## src/rtl/deadline_callout_scheduler_macros.svh

```systemverilog
// Assertion macros for the deadline callout scheduler.
// Included by the controller and datapath; needs nothing else.
`ifndef DEADLINE_CALLOUT_SCHEDULER_MACROS_SVH
`define DEADLINE_CALLOUT_SCHEDULER_MACROS_SVH
`ifndef SYNTH
`define DCS_ASSERT(label, clk, rst_n, prop, msg) \
  label: assert property (@(posedge clk) disable iff (!rst_n) (prop)) else $error(msg);
`define DCS_ASSERT_ONEHOT(label, clk, rst_n, sig, msg) \
  label: assert property (@(posedge clk) disable iff (!rst_n) $onehot(sig)) else $error(msg);
`else
`define DCS_ASSERT(label, clk, rst_n, prop, msg)
`define DCS_ASSERT_ONEHOT(label, clk, rst_n, sig, msg)
`endif
`endif

```

## src/rtl/dcs_pkg.sv

```systemverilog
// Types and codes shared by the deadline callout scheduler.
// No dependencies.
`timescale 1ns / 1ps
package dcs_pkg;
  localparam int unsigned ReqBits  = 3;
  localparam int unsigned SlotBits = 4;
  localparam int unsigned ArgBits  = 48;
  localparam int unsigned PerBits  = 32;
  localparam int unsigned NowBits  = 48;
  localparam int unsigned MaxFire  = 16;

  localparam logic [2:0] ReqTick   = 3'd0;
  localparam logic [2:0] ReqSchRel = 3'd1;
  localparam logic [2:0] ReqSchAbs = 3'd2;
  localparam logic [2:0] ReqCancel = 3'd3;
  localparam logic [2:0] ReqPush   = 3'd4;
  localparam logic [2:0] ReqQuery  = 3'd5;

  localparam logic [1:0] KindAck   = 2'd0;
  localparam logic [1:0] KindFired = 2'd1;
  localparam logic [1:0] KindQuery = 2'd2;

  typedef struct packed {
    logic [ReqBits-1:0]  req_type;
    logic [SlotBits-1:0] slot;
    logic [ArgBits-1:0]  time_arg;
    logic [PerBits-1:0]  repeat_period;
  } req_t;

  typedef struct packed {
    logic [1:0]          kind;
    logic [SlotBits-1:0] out_slot;
    logic                is_armed;
    logic [NowBits-1:0]  now_us;
    logic                last;
  } rsp_t;

  // Controller to datapath.
  typedef struct packed {
    logic load;      // latch the request beat
    logic exec;      // apply a non-tick request
    logic adv;       // advance the clock
    logic mark;      // snapshot the due set
    logic scan_clr;  // start a minimum search
    logic scan_step; // compare one slot
    logic fire;      // fire the search winner
    logic emit_ack;  // present the acknowledge or query beat
  } cmd_t;

  // Datapath to controller.
  typedef struct packed {
    logic is_tick;
    logic scan_end;
    logic found;
    logic fire_cap;
  } sts_t;
endpackage

```

## src/rtl/dcs_out_reg.sv

```systemverilog
// Output register of the deadline callout scheduler; holds one result beat.
// Depends on dcs_pkg.
`timescale 1ns / 1ps
module dcs_out_reg (
  input  logic          clk_i,
  input  logic          rst_ni,
  input  logic          set_i,
  input  dcs_pkg::rsp_t data_i,
  output logic          free_o,
  output logic          valid_o,
  input  logic          ready_i,
  output dcs_pkg::rsp_t data_o
);
  import dcs_pkg::*;

  logic valid_q;
  rsp_t data_q;

  // A new beat may enter in the same cycle that the held one leaves.
  assign free_o  = !valid_q || ready_i;
  assign valid_o = valid_q;
  always_comb begin
    data_o = data_q;
  end

  always_ff @(posedge clk_i or negedge rst_ni) begin
    if (!rst_ni) begin
      valid_q <= 1'b0;
    end else if (set_i) begin
      valid_q <= 1'b1;
    end else if (ready_i) begin
      valid_q <= 1'b0;
    end
  end

  always_ff @(posedge clk_i) begin
    if (set_i) begin
      data_q <= data_i;
    end
  end
endmodule

```

## config.mk

```make
export PLATFORM = sky130hd
export DESIGN_NAME = dcs_out_reg
export DESIGN_NICKNAME = d
export VERILOG_FILES = /design/src/rtl/deadline_callout_scheduler_macros.svh /design/src/rtl/dcs_pkg.sv /design/src/rtl/dcs_out_reg.sv
export SDC_FILE = /design/constraint.sdc
export NUM_CORES = 1
export LEC_CHECK = 0
export ABC_AREA = 1
export BUFFER_PORTS_ARGS = -buffer_cell sky130_fd_sc_hd__buf_4
export CAP_MARGIN = 20
export CORE_ASPECT_RATIO = 1.4
export CORE_MARGIN = 1
export CORE_UTILIZATION = 36
export DETAILED_ROUTE_END_ITERATION = 10
export PLACE_DENSITY = 0.73
export SETUP_SLACK_MARGIN = 0.3
export SLEW_MARGIN = 20
export SYNTH_ARGS = -nofsm -noshare
export SYNTH_HDL_FRONTEND = slang
export SYNTH_SLANG_ARGS = --single-unit
```

## constraint.sdc

```tcl
create_clock -name clk_i -period 0.8 [get_ports clk_i]
set_input_delay 0 -clock clk_i [delete_from_list [all_inputs] [get_ports clk_i]]
set_output_delay 0 -clock clk_i [all_outputs]
set_load 0.005 [all_outputs]
```

==> results of run 1 <==
flip-flops by register name, indices dropped and copies added (netlist names):
| name | cells |
|---|---|
| data_o | 56 |
| valid_o | 1 |
critical path: cells and delay by family (launching register included):
kind | cells | cell delay, ns
flops | 1 | 0.39
buf+inv | 1 | 0.09
simple gates | 1 | 0.08
area by class of cell:
class                   count  area share
inverters                   2     0.00254
clock inverters             5      0.0156
well taps                  62      0.0262
repair buffers            120       0.330
multi-input cells           2     0.00423
flip-flops and latches     57       0.577
clock buffers              11      0.0444
metrics by stage:
step	worst slack, ns	TNS, ns	cells	power [mW]
floorplan	0.190	0	61	3.71
global placement	0.177	0	242	4.34
detailed placement	0.157	0	242	4.36
CTS	-0.105	-2.32	259	6.78
global route	-0.130	-3.68	259	7.00
finish	-0.0761	-1.04	259	6.73
synthesized netlist by cell type:
library cell  number
edfxtp_1          56
nand2_2            2
dfrtp_1            1
inv_1              2
what timing repair did:
action | 4_1_cts | 5_1_grt
resized for setup | 3 | 10
endpoints found under the setup margin | 59 | 59
endpoints found under the hold margin | 58 | 58
logic make-up after synthesis:
logic type,after synthesis,share of synthesized area
flops,57,0.988
simple gates,2,0.00725
buf+inv,2,0.00435
power breakdown:
group,switching [mW],leakage (nW),internal (mW)
combinational,0.226,0.618,0.495
clock,0.994,0.0898,1.40
sequential,0.0725,0.559,3.54
total,1.29,1.27,5.44
metal layers:
metal	vias up	routed length, um	global-route usage
met5	-	0	0
met4	0	108	0.103
met3	8	269	0.0729
met2	52	2290	0.278
met1	517	1100	0.139
li1	502	-	-
worst paths after layout:
path                                   end  slack, ns  cells past startpoint
worst max-delay path                free_o      -0.08                      2
worst min-delay path            data_o[27]      -0.14                      1
worst max register to register     valid_o       0.18                      2
worst min register to register     valid_o       0.51                      2
max in group asynchronous          valid_o       0.72                      2
min in group asynchronous          valid_o          0                      2
==> flow_summary.toml, run 1 <==
[outcome]
status = "complete, but fails checks"
failed_checks = "hold timing, setup timing"

[yosys]
avgSynthCellArea_um2 = 28.3
ys_seq_area_frac = 0.988
ys_seq_elements = 57
yosysWarningCount = 0
synth_cell_types = 4
syn_nets = 121
postSynthCellCount = 61
netlist_top_cells_area = "edfxtp_1, dfrtp_1, nand2_2"
yosysTopAreaCell = "edfxtp_1"
synth.cell_area_mm2 = 0.00173
synth_top_area_frac = 0.974

[global_routing]
grt_max_degree = 34
grt_pass1_vias = 1154
grt_remaining_overflow = 0
grt_antenna_before_repair = 0
grt_usage = 0.160
grt_pass1_wl_mm = 5.49

[sta]
whs_ns = -0.140
slew_viol_final = 0
slew_headroom = 0.883
finalClockSkew_ns = 0
setup_ws_ns = -0.0761
fmax_mhz = 1140
grt_setup_unrepaired = "true"
setup_violations = 55
worst_pin_slew_ns = 0.176
min_period_over_period = 1.10
hold_viol = 58
period_minus_slack_ns = 0.876

[place]
port-buffer-count = 117
gp_congestion = 0.696
placed_cell_area_mm2 = 0.00272

[clocking]
clk_pin_slew_ns = 0.06
max-clock-path-buffers = 2
numCtsBuffers = 9
postCtsSetupRepairBufs = 0
cts_max_level = 3
clock_latency_ns = 0.31
cts_sinks = 57
cts_tree = "built"
clockRootBuffer = "clkbuf_8"
cts-hold-fix-buffers = 1

[setup_path]
worst_setup_path_end_kind = "primary output"
crit_type = "reg -> out"
worstPathRequired_ns = 0.80
path_cells = "nand2_2 > buf_6"
crit_path_top_delay_cell = "dfrtp_1"
slowest_delay_ns = 0.39
worst_setup_path_start_kind = "flip-flop"
crit_start = "valid_o"
rr_startpoint = "valid_o"
crit_fanout = 2
cp.arrival_ns = 0.88

[final_layout]
stdcell_area_mm2 = 0.00296
drive_gt1_frac = 0.670
final_cell_mix = "buf_4, edfxtp_1, buf_6"
final-seq-area_mm2 = 0.00171
final_common_cell = "buf_4"
post-route-util = 0.647
syn_to_final_growth_pct = 71.4
n_fill_cell = 345
layout.nets = 252
n_antenna_cell = 0
multi_input_comb_area_um2 = 12.5

[min_path]
min_from = "data_i[27]"
min_path_type = "in -> reg"

[die]
start_util = 0.378
fp.dieH_um = 83.9
io_pins = 118
fp.dieW_um = 60.5
core-area_mm2 = 0.00457
placementRows = 29
die_area_mm2 = 0.00508

[power_and_ir_drop]
p_leak_nw = 1.27
p_per_area_mw_per_mm2 = 2280
vdd_drop_max_v = 0.00198

[route]
firstDrtPassIters = 4
first_iter_violations = 23
vias_per_cell = 4.17
num_vias = 1079
drc = 0
wl_mm = 3.77
antenna_left = 0
routedWlPerCell_um = 14.6

[job]
max_cap_violations = 0
Power figures use the tool's default switching activity.
==> inputs of run 2 (changes only) <==
--- a/config.mk
+++ b/config.mk
@@ -10,10 +10,11 @@
 export CAP_MARGIN = 20
 export CORE_ASPECT_RATIO = 1.4
 export CORE_MARGIN = 1
-export CORE_UTILIZATION = 36
+export CORE_UTILIZATION = 40
 export DETAILED_ROUTE_END_ITERATION = 10
-export PLACE_DENSITY = 0.73
+export PLACE_DENSITY = 0.77
 export SETUP_SLACK_MARGIN = 0.3
+export SKIP_LAST_GASP = 1
 export SLEW_MARGIN = 20
 export SYNTH_ARGS = -nofsm -noshare
 export SYNTH_HDL_FRONTEND = slang
==> constraint.sdc (replaced) <==
create_clock -name clk_i -period 1.09 [get_ports clk_i]
set_input_delay 0 -clock clk_i [delete_from_list [all_inputs] [get_ports clk_i]]
set_output_delay 0 -clock clk_i [all_outputs]
set_load 0.005 [all_outputs]
==> run 2 against run 1 <==
The run ends with DRC left. Clock-buffer cell count is 1 lower. Critical path type unchanged. Combinational power is 4.2% higher. Clock skew stayed put. First-iteration DRC count grew to 3.0 times the previous value. Hold slack better by 0.17 ns.
==> flow_summary.toml, run 2 (same netlist as run 1, synthesis figures left out) <==
[global_routing]
grt_usage = 0.258
grt_pass1_wl_mm = 7.92
grt_antenna_before_repair = 0
grt_max_degree = 29
grt_remaining_overflow = 0
grt_pass1_vias = 1521

[die]
start_util = 0.430
io_pins = 118
fp.dieW_um = 57.5
fp.dieH_um = 79.7
placementRows = 27
core-area_mm2 = 0.00402
die_area_mm2 = 0.00459

[sta]
min_period_over_period = 0.832
grt_setup_unrepaired = "true"
setup_violations = 0
whs_ns = 0.0347
slew_viol_final = 0
period_minus_slack_ns = 0.907
finalClockSkew_ns = 0
slew_headroom = 0.827
hold_viol = 0
fmax_mhz = 1100
setup_tns_ns = 0
worst_pin_slew_ns = 0.259

[place]
gp_congestion = 0.706
placed_cell_area_mm2 = 0.00270
dp_hpwl_mm = 3.05
port-buffer-count = 117

[route]
firstDrtPassIters = 7
vias_per_cell = 4.79
antenna_left = 0
first_iter_violations = 69
wl_mm = 6.45
routedWlPerCell_um = 21.6
drc = 8
num_vias = 1431

[outcome]
status = "complete, but fails checks"
failed_checks = "DRC"

[clocking]
numCtsBuffers = 9
clock_latency_ns = 0.32
cts_max_level = 3
clk_pin_slew_ns = 0.06
clockRootBuffer = "clkbuf_8"
cts_tree = "built"
cts_sinks = 57
max-clock-path-buffers = 2

[setup_path]
cp.arrival_ns = 0.91
regToRegSetupSlack_ns = 0.35
rr_startpoint = "valid_o"
worstPathRequired_ns = 1.09
endpoint = "free_o"
rr_endpoint = "valid_o"
crit_start = "valid_o"
slowest_delay_ns = 0.40
worst_setup_path_start_kind = "flip-flop"
cp_num_buf_inv = 1
path_cells = "nand2_2 > buf_6"
crit_fanout = 2
worst_setup_path_end_kind = "primary output"
crit_path_top_delay_cell = "dfrtp_1"
cp_num_cells = 2
ff2ff_path_depth = 3
crit_family = "flip-flops"
crit_type = "reg -> out"

[final_layout]
stdcell_area_mm2 = 0.00358
final-seq-area_mm2 = 0.00171
n_fill_cell = 148
layout.nets = 311
final_cell_mix = "buf_4, dlygate4sd3_1, edfxtp_1"
final_common_cell = "buf_4"
syn_to_final_growth_pct = 107
multi_input_comb_area_um2 = 12.5
largest_register_ffs = 56
n_antenna_cell = 0
drive_gt1_frac = 0.535

[job]
max_cap_violations = 0

[min_path]
min_path_type = "in -> reg"

[power_and_ir_drop]
vdd_drop_max_v = 0.00115
p_leak_nw = 1.54
p_per_area_mw_per_mm2 = 1550
run 2: cell types whose count changed in the layout (fill, tap and decap cells not counted), sizes merged:
cell	previous run	this run
clkbuf	11	10
bufinv	1	2
dlygate4sd3	1	59
clkinvlp	0	1
clkinv	4	3
buf	119	120
run 2: through the flow:
step,total power [mW],setup slack (ns),util,std cells
2_1_floorplan,2.72,0.471,-,61
3_3_place_gp,3.19,0.427,0.671,223
3_5_place_dp,3.21,0.409,0.671,223
4_1_cts,5.42,0.174,0.874,298
5_1_grt,5.70,0.146,0.890,299
6_report,5.54,0.183,0.890,299
run 2: power by group:
part	switching (mW)	total, mW	leakage, nW	internal [mW]
clock network	0.838	2.11	0.106	1.27
logic	0.237	0.750	0.872	0.513
registers	0.0789	2.68	0.559	2.60
run 2: area by class of cell:
cell class | count | share of cell area
flip-flops and latches | 57 | 0.477
repair buffers | 179 | 0.444
clock buffers | 10 | 0.0357
clock inverters | 6 | 0.0231
well taps | 43 | 0.0150
multi-input cells | 2 | 0.00350
inverters | 2 | 0.00210
run 2: repair_timing:
action | in CTS | in global routing
setup buffers | 0 | 1
gates cloned | 0 | 0
pin swaps | 1 | 1
endpoints found under the setup margin | 58 | 63
endpoints found under the hold margin | 63 | 5
gates resized for setup | 4 | 15
hold buffers | 59 | 1
run 2: tightest hold or removal path: stages:
cell and delay [ns]:
buf_4 0.08, inv_1 0.04, nand2_2 0.06, buf_4 0.11
nand2_2 0.03
run 2: worst min-delay path by stage:
stage / start / endpoint / slack (ns) / cells after the start
CTS: ready_i / valid_o / -0.05 / 4
finish: ready_i / valid_o / 0.03 / 5
global placement: rst_ni / valid_o / -0.22 / 1
detailed placement: rst_ni / valid_o / -0.22 / 1
global route: ready_i / valid_o / 0.05 / 5
floorplan: rst_ni / valid_o / -0.30 / 0
run 2: layer usage:
metal  vias to the layer above  track usage  wire, um
li1                        621            -         -
met1                       703        0.241      2050
met2                        84        0.465      3710
met3                        23       0.0746       385
met4                         0        0.183       312
met5                         -            0         0
