## src/rtl/deadline_callout_scheduler_macros.svh

```systemverilog
// Assertion macros for the deadline callout scheduler.
// Included by the controller and datapath; needs nothing else.
`ifndef DEADLINE_CALLOUT_SCHEDULER_MACROS_SVH
`define DEADLINE_CALLOUT_SCHEDULER_MACROS_SVH
`ifndef SYNTH
`define DCS_ASSERT(label, clk, rst_n, prop, msg) \
  label: assert property (@(posedge clk) disable iff (!rst_n) (prop)) else $error(msg);
`define DCS_ASSERT_ONEHOT(label, clk, rst_n, sig, msg) \
  label: assert property (@(posedge clk) disable iff (!rst_n) $onehot(sig)) else $error(msg);
`else
`define DCS_ASSERT(label, clk, rst_n, prop, msg)
`define DCS_ASSERT_ONEHOT(label, clk, rst_n, sig, msg)
`endif
`endif

```

## src/rtl/dcs_pkg.sv

```systemverilog
// Types and codes shared by the deadline callout scheduler.
// No dependencies.
`timescale 1ns / 1ps
package dcs_pkg;
  localparam int unsigned ReqBits  = 3;
  localparam int unsigned SlotBits = 4;
  localparam int unsigned ArgBits  = 48;
  localparam int unsigned PerBits  = 32;
  localparam int unsigned NowBits  = 48;
  localparam int unsigned MaxFire  = 16;

  localparam logic [2:0] ReqTick   = 3'd0;
  localparam logic [2:0] ReqSchRel = 3'd1;
  localparam logic [2:0] ReqSchAbs = 3'd2;
  localparam logic [2:0] ReqCancel = 3'd3;
  localparam logic [2:0] ReqPush   = 3'd4;
  localparam logic [2:0] ReqQuery  = 3'd5;

  localparam logic [1:0] KindAck   = 2'd0;
  localparam logic [1:0] KindFired = 2'd1;
  localparam logic [1:0] KindQuery = 2'd2;

  typedef struct packed {
    logic [ReqBits-1:0]  req_type;
    logic [SlotBits-1:0] slot;
    logic [ArgBits-1:0]  time_arg;
    logic [PerBits-1:0]  repeat_period;
  } req_t;

  typedef struct packed {
    logic [1:0]          kind;
    logic [SlotBits-1:0] out_slot;
    logic                is_armed;
    logic [NowBits-1:0]  now_us;
    logic                last;
  } rsp_t;

  // Controller to datapath.
  typedef struct packed {
    logic load;      // latch the request beat
    logic exec;      // apply a non-tick request
    logic adv;       // advance the clock
    logic mark;      // snapshot the due set
    logic scan_clr;  // start a minimum search
    logic scan_step; // compare one slot
    logic fire;      // fire the search winner
    logic emit_ack;  // present the acknowledge or query beat
  } cmd_t;

  // Datapath to controller.
  typedef struct packed {
    logic is_tick;
    logic scan_end;
    logic found;
    logic fire_cap;
  } sts_t;
endpackage

```

## src/rtl/dcs_ctrl.sv

```systemverilog
// Controller of the deadline callout scheduler: sequences one request.
// Depends on dcs_pkg and the macros header.
`timescale 1ns / 1ps
`include "deadline_callout_scheduler_macros.svh"
module dcs_ctrl (
  input  logic          clk_i,
  input  logic          rst_ni,
  input  logic          req_valid_i,
  output logic          req_ready_o,
  input  logic          out_free_i,
  input  dcs_pkg::sts_t sts_i,
  output dcs_pkg::cmd_t cmd_o
);
  import dcs_pkg::*;

  typedef enum logic [6:0] {
    StIdle = 7'b0000001,
    StDec  = 7'b0000010,
    StMark = 7'b0000100,
    StScan = 7'b0001000,
    StFire = 7'b0010000,
    StAck  = 7'b0100000,
    StLast = 7'b1000000
  } state_e;

  state_e state_q, state_d;
  logic   fired_q, fired_d;

  always_comb begin
    state_d = state_q;
    fired_d = fired_q;
    cmd_o = '0;
    req_ready_o = 1'b0;
    unique case (state_q)
      StIdle: begin
        req_ready_o = 1'b1;
        if (req_valid_i) begin
          cmd_o.load = 1'b1;
          state_d = StDec;
        end
      end
      StDec: begin
        if (sts_i.is_tick) begin
          cmd_o.adv = 1'b1;
          fired_d = 1'b0;
          state_d = StMark;
        end else begin
          cmd_o.exec = 1'b1;
          state_d = StAck;
        end
      end
      StMark: begin
        cmd_o.mark = 1'b1;
        cmd_o.scan_clr = 1'b1;
        state_d = StScan;
      end
      StScan: begin
        if (!sts_i.scan_end) begin
          cmd_o.scan_step = 1'b1;
        end else if (sts_i.found && !sts_i.fire_cap) begin
          state_d = StFire;
        end else if (fired_q) begin
          state_d = StLast;
        end else begin
          state_d = StAck;
        end
      end
      StFire: begin
        if (out_free_i) begin
          cmd_o.fire = 1'b1;
          cmd_o.scan_clr = 1'b1;
          fired_d = 1'b1;
          state_d = StScan;
        end
      end
      StAck: begin
        if (out_free_i) begin
          cmd_o.emit_ack = 1'b1;
          state_d = StIdle;
        end
      end
      StLast: begin
        if (out_free_i) begin
          state_d = StIdle;
        end
      end
      default: state_d = StIdle;
    endcase
  end

  always_ff @(posedge clk_i or negedge rst_ni) begin
    if (!rst_ni) begin
      state_q <= StIdle;
      fired_q <= 1'b0;
    end else begin
      state_q <= state_d;
      fired_q <= fired_d;
    end
  end

  `DCS_ASSERT_ONEHOT(a_onehot, clk_i, rst_ni, state_q, "state not one-hot")
  `DCS_ASSERT(a_ready_idle, clk_i, rst_ni, req_ready_o |-> (state_q == StIdle), "ready outside idle")
  `DCS_ASSERT(a_fire_wait, clk_i, rst_ni, (cmd_o.fire || cmd_o.emit_ack) |-> out_free_i, "beat made while output full")
endmodule

```

## config.mk

```make
export PLATFORM = sky130hd
export DESIGN_NAME = dcs_ctrl
export DESIGN_NICKNAME = d
export VERILOG_FILES = /design/src/rtl/dcs_pkg.sv /design/src/rtl/dcs_ctrl.sv
export VERILOG_INCLUDE_DIRS = /design/src /design/src/rtl
export SDC_FILE = /design/constraint.sdc
export NUM_CORES = 1
export LEC_CHECK = 0
export BUFFER_PORTS_ARGS = -buffer_cell sky130_fd_sc_hd__buf_2
export CAP_MARGIN = 20
export CORE_AREA = 2 2 39 41
export CTS_BUF_LIST = sky130_fd_sc_hd__clkbuf_4
export CTS_CLUSTER_SIZE = 10
export DETAILED_ROUTE_END_ITERATION = 12
export DIE_AREA = 0 0 41 43
export PLACE_DENSITY = 0.67
export REMOVE_ABC_BUFFERS = 1
export SKIP_CTS_REPAIR_TIMING = 1
export SLEW_MARGIN = 40
export SYNTH_ARGS = -nofsm -noshare
export SYNTH_HDL_FRONTEND = slang
export SYNTH_SLANG_ARGS = --single-unit
```

## constraint.sdc

```tcl
create_clock -name clk_i -period 1.7 [get_ports clk_i]
set_input_delay 0.17 -clock clk_i [delete_from_list [all_inputs] [get_ports clk_i]]
set_output_delay 0.17 -clock clk_i [all_outputs]
set_load 0.005 [all_outputs]
```

==> results of run 1 <==
-- registers in the layout (all words and copies together) (netlist names) --
signal and cells:
fired_q 1, state_q 7
-- placed cells by master (no fill, tap or decap), types with 2 or more instances in the layout --
cell	Yosys	routed
and2_1	2	2
nor2_1	5	5
buf_4	0	7
clkbuf_4	0	4
nand2_1	4	4
nor3_1	4	3
nand2b_1	3	3
dfrtp_1	7	3
dfrtp_2	0	4
o21ai_0	4	4
buf_2	0	16
nand4b_1	3	3
inv_1	4	4
-- final cells by class --
class                           instances  share of cell area [%]
Clock buffer                            4                   3.797
Inverter                                4                   1.899
Tap cell                               16                   2.532
Sequential cell                         8                   26.11
Multi-Input combinational cell         46                   47.63
Timing Repair Buffer                   24                   18.04
-- worst max-delay path: cells and delay by family, from the launching register on --
family                 cells  cell delay (ps)
AND/OR/NAND/NOR            3              630
flip-flops                 1              440
buffers and inverters      2              320
-- per-stage QoR --
stage | util (%) | hold slack (ps)
5_1_grt | 57.14 | 181.0
4_1_cts | 51.72 | -259.6
2_1_floorplan | - | -125.6
3_3_place_gp | 49.55 | 21.58
6_report | 57.14 | 162.1
3_5_place_dp | 49.55 | 22.86
-- routing by layer --
layer  vias up  track usage [%]
li1        265                -
met1       257            25.84
met2        14            30.94
met3         4            1.571
met4         0            12.00
met5         -                0
-- power breakdown --
part | total (uW) | switching, uW | leakage, uW | internal, uW
combinational | 648 | 333 | 0.000291 | 316
sequential | 332 | 73.2 | 0.0000993 | 259
clock | 175 | 69.2 | 0.0000184 | 106
total | 1160 | 475 | 0.000409 | 681
-- path summary, 6_finish.rpt --
kind	endpoint	slack, ps	depth (start not counted)
worst min register to register	fired_q	590	2
worst max-delay path	cmd_o[6]	-120	5
min in group asynchronous	state_q[5]	290	2
max in group asynchronous	state_q[0]	1160	2
worst min-delay path	state_q[1]	160	2
worst max register to register	state_q[6]	40	6
-- logic make-up after synthesis --
family / after synthesis / share of synthesized area (%)
flip-flops: 8 / 35.78
multiplexers: 1 / 2.666
AO/OA/AOI/OAI: 8 / 9.779
XOR/XNOR: 1 / 1.556
AND/OR/NAND/NOR: 36 / 47.56
buffers and inverters: 4 / 2.666
==> results.cfg, run 1 <==
[run_status]
status = finished with violations
failed_checks = negative setup slack

[cells_and_area]
seqCellArea_sq_um = 206.4
nets = 95
antennaDiodeCount = 0
postLayoutCellArea_sq_um = 790.8
multi_input_comb_area_sq_um = 376.6
final_cell_count_no_fill = 102
syn_to_final_growth_pct = 40.44
fillerInstances = 126
layout-drive-gt1-share_pct = 52.33

[clock_network]
insertion_delay_ps = 260
cts.htree.levels = 1
cts_tree = yes
clock_path_buffers = 2
cts_buffers = 3
cts.sinks = 8
clkTransAtPathRegs_ps = 60
cts_root_buf = clkbuf_4

[route]
met1_length_um = 653
route.met3.wl_um = 46
firstDrtPassIters = 4
top_layer_used = met4
totalWireLength_um = 1466
vias_per_cell = 5.294
drtAntennaViolNets = 0
drt_iter0_drc = 6
wl_per_cell_um = 14.37
met2_length_um = 734
vias = 540
drc_errors = 0

[power_and_ir_drop]
leakagePower_uw = 0.0004086
cellPowerDensity_nw_per_um2 = 1462
max-vdd-ir-drop_uv = 751.3
power_uw = 1156

[synthesis]
synthArstFlopShare_pct = 100.0
netlist_instances = 58
synth_top_area_share_pct = 31.11
ys.flop_type = dfrtp_1
synthTopCellsByArea = dfrtp_1 31%, dfstp_2 4.7%, nand4b_1 4.7%
synth_largest_area_cell = dfrtp_1
synth-edff-count = 0
netlist_top_cells_count = 7 x dfrtp_1, 5 x nor2_1
ys_types = 31
syn_area_sq_um = 563.0
seq_area_frac_synth_pct = 35.78
synth_area_per_cell_sq_um = 9.708
yosysMostFrequentCell = dfrtp_1
ys_ff_latch = 8
yosys_warnings = 0

[floorplan]
ios = 17
initial_core_util_pct = 40.69
rows = 14
dieHeight_um = 43
dieArea_sq_um = 1763
coreArea_sq_um = 1384
die_w_um = 41

[timing]
slew_violations = 0
fin_crit_ps = 1816
finalCritPeriodShare_pct = 106.8
tns_ps = -299.0
setup_slack_ps = -116.1
finalHoldViolCount = 0
max_freq_mhz = 550.6
setup_violations = 5
max-slew-margin-rel_pct = 81.33
skew_ps = 5.252
worst_pin_slew_ps = 279.1
rsz0062_at_grt = true

[placement]
hpwl_um = 1133
post-place-cells = 93
placed_cell_area_sq_um = 685.7
port_buffers = 16
place_ws_ps = 21.81
place_congestion = 0.8169

[global_routing]
grt_pass1_vias = 547
grtUsageTotal_pct = 20.04
grt_pass1_wl_um = 2346
antenna_found_initial = 0
grt_max_degree = 9
overflow = 0

[worst_setup_path]
critical-path-max-stage-delay_ps = 440
worstPathArrival_ps = 1650
path_max_fanout = 5
critical_path_class = reg2out
worst_setup_path_start_kind = register
crit_path_start = state_q[6]
crit_chain = nor4_4, nand2b_1, buf_4, nor3_4, buf_2
required_ps = 1530
r2r-start = state_q[6]
cpMaxStageDelayCell = dfrtp_2
end_kind = output port

[min_path]
hold_class = in2reg
worstHoldStart = req_valid_i

[run]
maxCapViolCount = 0
Note: power is estimated with default switching activity, not from simulation.
==> inputs of run 2 (changes only) <==
Settings changed: BUFFER_PORTS_ARGS -buffer_cell sky130_fd_sc_hd__buf_2 to -buffer_cell sky130_fd_sc_hd__buf_4, PLACE_DENSITY 0.67 to 0.69.
Clock period 1.7 ns to 1.66 ns, I/O delays scaled along.
==> run 2 against run 1 <==
- register-to-register slack worse by 80 ps
- the run still ends with negative setup slack left
- sequential power down 2%
- die area unchanged
- clock power up 11%
- critical endpoint is now cmd_o[7]
- non-clock buffer count up 4
- flip-flop and latch count unchanged
- combinational power up 29%
==> results.cfg, run 2 (same netlist as run 1, synthesis figures left out) <==
[route]
firstDrtPassIters = 5
wl_per_cell_um = 14.27
vias = 578
drt_iter0_drc = 10
vias_per_cell = 5.453
totalWireLength_um = 1513
drc_errors = 0
drtAntennaViolNets = 0

[timing]
max-slew-margin-rel_pct = 78.44
finalHoldViolCount = 0
skew_ps = 11.81
setup_violations = 7
rsz0062_at_grt = true
worst_pin_slew_ps = 322.2
setup_slack_ps = -183.0
holdWs_ps = 130.8
max_freq_mhz = 542.6
tns_ps = -982.1
finalCritPeriodShare_pct = 111.0
slew_violations = 0
fin_crit_ps = 1843

[cells_and_area]
postLayoutCellArea_sq_um = 872.1
nets = 99
layout-drive-gt1-share_pct = 52.22
fillerInstances = 114
final_cell_mix = 25 x buf_4, 7 x dfrtp_1, 5 x nor2_1
final_common_cell = buf_4
syn_to_final_growth_pct = 54.89
regMostFlops = state_q
antennaDiodeCount = 0
largest_reg_flops = 7
final_cell_count_no_fill = 106
largestRegisters = state_q x7, fired_q x1

[placement]
port_buffers = 16
placed_cell_area_sq_um = 740.7
hpwl_um = 1105
place_congestion = 0.8271
post-place-cells = 95
place_ws_ps = 2.235

[global_routing]
grt_pass1_wl_um = 2256
antenna_found_initial = 0
grt_max_degree = 9
grt_pass1_vias = 546
overflow = 0
grtUsageTotal_pct = 19.13

[floorplan]
dieHeight_um = 43
ios = 17
dieArea_sq_um = 1763
coreArea_sq_um = 1384
rows = 14
initial_core_util_pct = 40.69
die_w_um = 41

[clock_network]
cts_tree = yes
clkTransAtPathRegs_ps = 70
cts.sinks = 8
cts_root_buf = clkbuf_4
cts_buffers = 3
clock_path_buffers = 2
cts.htree.levels = 1
insertion_delay_ps = 270

[worst_setup_path]
worstPathArrival_ps = 1680
end_kind = output port
required_ps = 1490
worst_setup_path_start_kind = register
critical_path_class = reg2out
path_max_fanout = 4

[run_status]
status = finished with violations
failed_checks = negative setup slack

[min_path]
hold_class = in2reg

[power_and_ir_drop]
cellPowerDensity_nw_per_um2 = 1557
leakagePower_uw = 0.0004457
max-vdd-ir-drop_uv = 704.5

[run]
maxCapViolCount = 0
-- run 2: cell count changes in the layout (fill, tap and decap cells not counted), sizes merged --
cell,before,now
buf,23,27
-- run 2: path summary, 6_finish.rpt --
path	from	to	slack (ps)	cells after the start
setup / recovery	state_q[5]	cmd_o[7]	-180	5
hold / removal	req_valid_i	state_q[1]	130	2
setup reg to reg	state_q[5]	state_q[6]	-40	7
hold reg to reg	fired_q	fired_q	600	2
max in group asynchronous	rst_ni	state_q[0]	1200	2
min in group asynchronous	rst_ni	state_q[4]	240	2
-- run 2: routing by layer --
layer	vias to the layer above	track usage, %	share of wire [%]
met5	-	0	0
met3	7	1.571	4.3
met4	0	12.00	3.2
li1	274	-	-
met2	22	28.44	48
met1	275	25.41	44
-- run 2: where the power goes --
part           switching (uW)  internal, uW
combinational             394           442
clock                    85.6           109
sequential               65.1           262
-- run 2: cell type report --
cell class                 count  area, sq um  area share, %
inverter                       4        15.01          1.722
clock buffer                   4        30.03          3.443
multi-input combinational     46        385.4          44.19
tap                           16        20.02          2.296
timing repair buffer          28        220.2          25.25
sequential                     8        201.4          23.10
-- run 2: per-stage QoR --
| stage | power [uW] | utilization (%) |
|---|---|---|
| 2_1_floorplan | 700.3 | - |
| 3_3_place_gp | 899.2 | 53.53 |
| 3_5_place_dp | 916.7 | 53.53 |
| 4_1_cts | 1110 | 55.70 |
| 5_1_grt | 1426 | 63.02 |
| 6_report | 1358 | 63.02 |
-- run 2: critical path: stages, from the launching register on --
cell      delay, ps
dfrtp_1         420
nor4_4          340
nand2b_1        160
and2b_2         260
and2_4          140
buf_6            80
==> inputs of run 3 (changes only) <==
Settings changed: BUFFER_PORTS_ARGS -buffer_cell sky130_fd_sc_hd__buf_4 to -buffer_cell sky130_fd_sc_hd__buf_2.
==> run 3 against run 2 <==
- the run still ends with negative setup slack left
- wire length increased by 3.3%
- combinational power decreased by 22%
- setup slack worse by 76 ps
- final area is 7.7% lower
- flip-flop and latch count unchanged
- hold slack better by 29 ps
- non-clock buffer count stayed put
- clock-buffer cell count did not move
- clock skew shrank 2.0 ps
- via count rose by 2.6%
- utilization shrank 4.9 points
- maximum frequency decreased by 4.0%
- critical endpoint is now cmd_o[6]
==> results.cfg, run 3 (same netlist as run 1, synthesis figures left out) <==
[run_status]
status = finished with violations
failed_checks = negative setup slack

[timing]
finalCritPeriodShare_pct = 115.6
worst_pin_slew_ps = 304.2
holdWs_ps = 160.2
setup_slack_ps = -259.3
slew_violations = 0
tns_ps = -877.5
setup_violations = 7
max_freq_mhz = 521.0
max-slew-margin-rel_pct = 79.57
fin_crit_ps = 1919
finalHoldViolCount = 0
rsz0062_at_grt = true
skew_ps = 9.856

[route]
firstDrtPassIters = 4
vias = 593
totalWireLength_um = 1563
drt_iter0_drc = 22
wl_per_cell_um = 14.75
drc_errors = 0
vias_per_cell = 5.594
drtAntennaViolNets = 0

[global_routing]
grt_pass1_wl_um = 2228
overflow = 0
antenna_found_initial = 0
grt_pass1_vias = 547
grt_max_degree = 9
grtUsageTotal_pct = 18.72

[run]
maxCapViolCount = 0

[cells_and_area]
final_common_cell = buf_2
antennaDiodeCount = 0
syn_to_final_growth_pct = 42.89
nets = 99
fin_util_pct = 58.14
final_cell_mix = 16 x buf_2, 11 x buf_4, 6 x dfrtp_1, 5 x nor2_1
regMostFlops = state_q
layout-drive-gt1-share_pct = 51.11
largestRegisters = state_q x7, fired_q x1
largest_reg_flops = 7

[worst_setup_path]
cpMaxStageDelayCell = dfrtp_2
critical-path-max-stage-delay_ps = 430
path_max_fanout = 5
critical_path_class = reg2out
r2r_cells = 6
required_ps = 1490
critPathTopFamily = simple AND/OR/NAND/NOR gates
path_buf_inv = 2
crit_path_start = state_q[2]
reg2reg_slack_ps = -20
worstPathArrival_ps = 1750
crit_chain = nor4_4, nand2b_1, buf_4, nor3_4, buf_2
r2r-end = state_q[5]
r2r-start = state_q[2]
worst_setup_path_start_kind = register
end_kind = output port

[power_and_ir_drop]
cellPowerDensity_nw_per_um2 = 1441
leakagePower_uw = 0.0004329
max-vdd-ir-drop_uv = 715.7
power_uw = 1160

[floorplan]
ios = 17
rows = 14
coreArea_sq_um = 1384
die_w_um = 41
initial_core_util_pct = 40.69
dieArea_sq_um = 1763
dieHeight_um = 43

[clock_network]
cts_root_buf = clkbuf_4
cts_tree = yes
clock_path_buffers = 2
cts_buffers = 3
cts.htree.levels = 1
clkTransAtPathRegs_ps = 70
cts.sinks = 8
insertion_delay_ps = 270

[placement]
place_congestion = 0.8268
place_ws_ps = 71.68
hpwl_um = 1083
port_buffers = 16

[min_path]
hold_class = in2reg
whs_path_depth = 2
whs_endpoint = state_q[1]
worstHoldStart = req_valid_i
## run 3: cell counts in the layout (fill, tap and decap cells not counted)
No cell type changed its count.
## run 3: how the worst max path moves through the flow
stage | endpoint | cells after the start | slack (ps)
6_report | cmd_o[6] | 5 | -260
5_1_grt | cmd_o[7] | 5 | -320
4_1_cts | cmd_o[7] | 5 | -230
3_5_place_dp | cmd_o[7] | 5 | 70
3_3_place_gp | cmd_o[7] | 5 | 100
2_1_floorplan | state_q[6] | 5 | 130
## run 3: layout make-up
cell class,instances,area [sq um]
inverters,4,15.01
flip-flops and latches,8,202.7
repair buffers,28,172.7
fillers,126,579.3
multi-input cells,46,364.1
clock buffers,4,30.03
well taps,16,20.02
## run 3: per-layer routing
| layer | track usage, % | vias to the layer above | routed length (um) |
|---|---|---|---|
| met5 | 0 | - | 0 |
| met1 | 25.41 | 282 | 646 |
| met4 | 11.33 | 0 | 45 |
| met3 | 2.094 | 8 | 96 |
| li1 | - | 273 | - |
| met2 | 27.19 | 30 | 774 |
## run 3: metrics by stage
step | std cells | instance area, sq um
6_report | 106 | 804.5
5_1_grt | 106 | 804.5
4_1_cts | 100 | 738.2
3_5_place_dp | 96 | 708.2
3_3_place_gp | 96 | 708.2
2_1_floorplan | 58 | 563.0
## run 3: power breakdown
group	switching [uW]	internal [uW]
clock	79.5	109
sequential	57.6	263
combinational	347	304
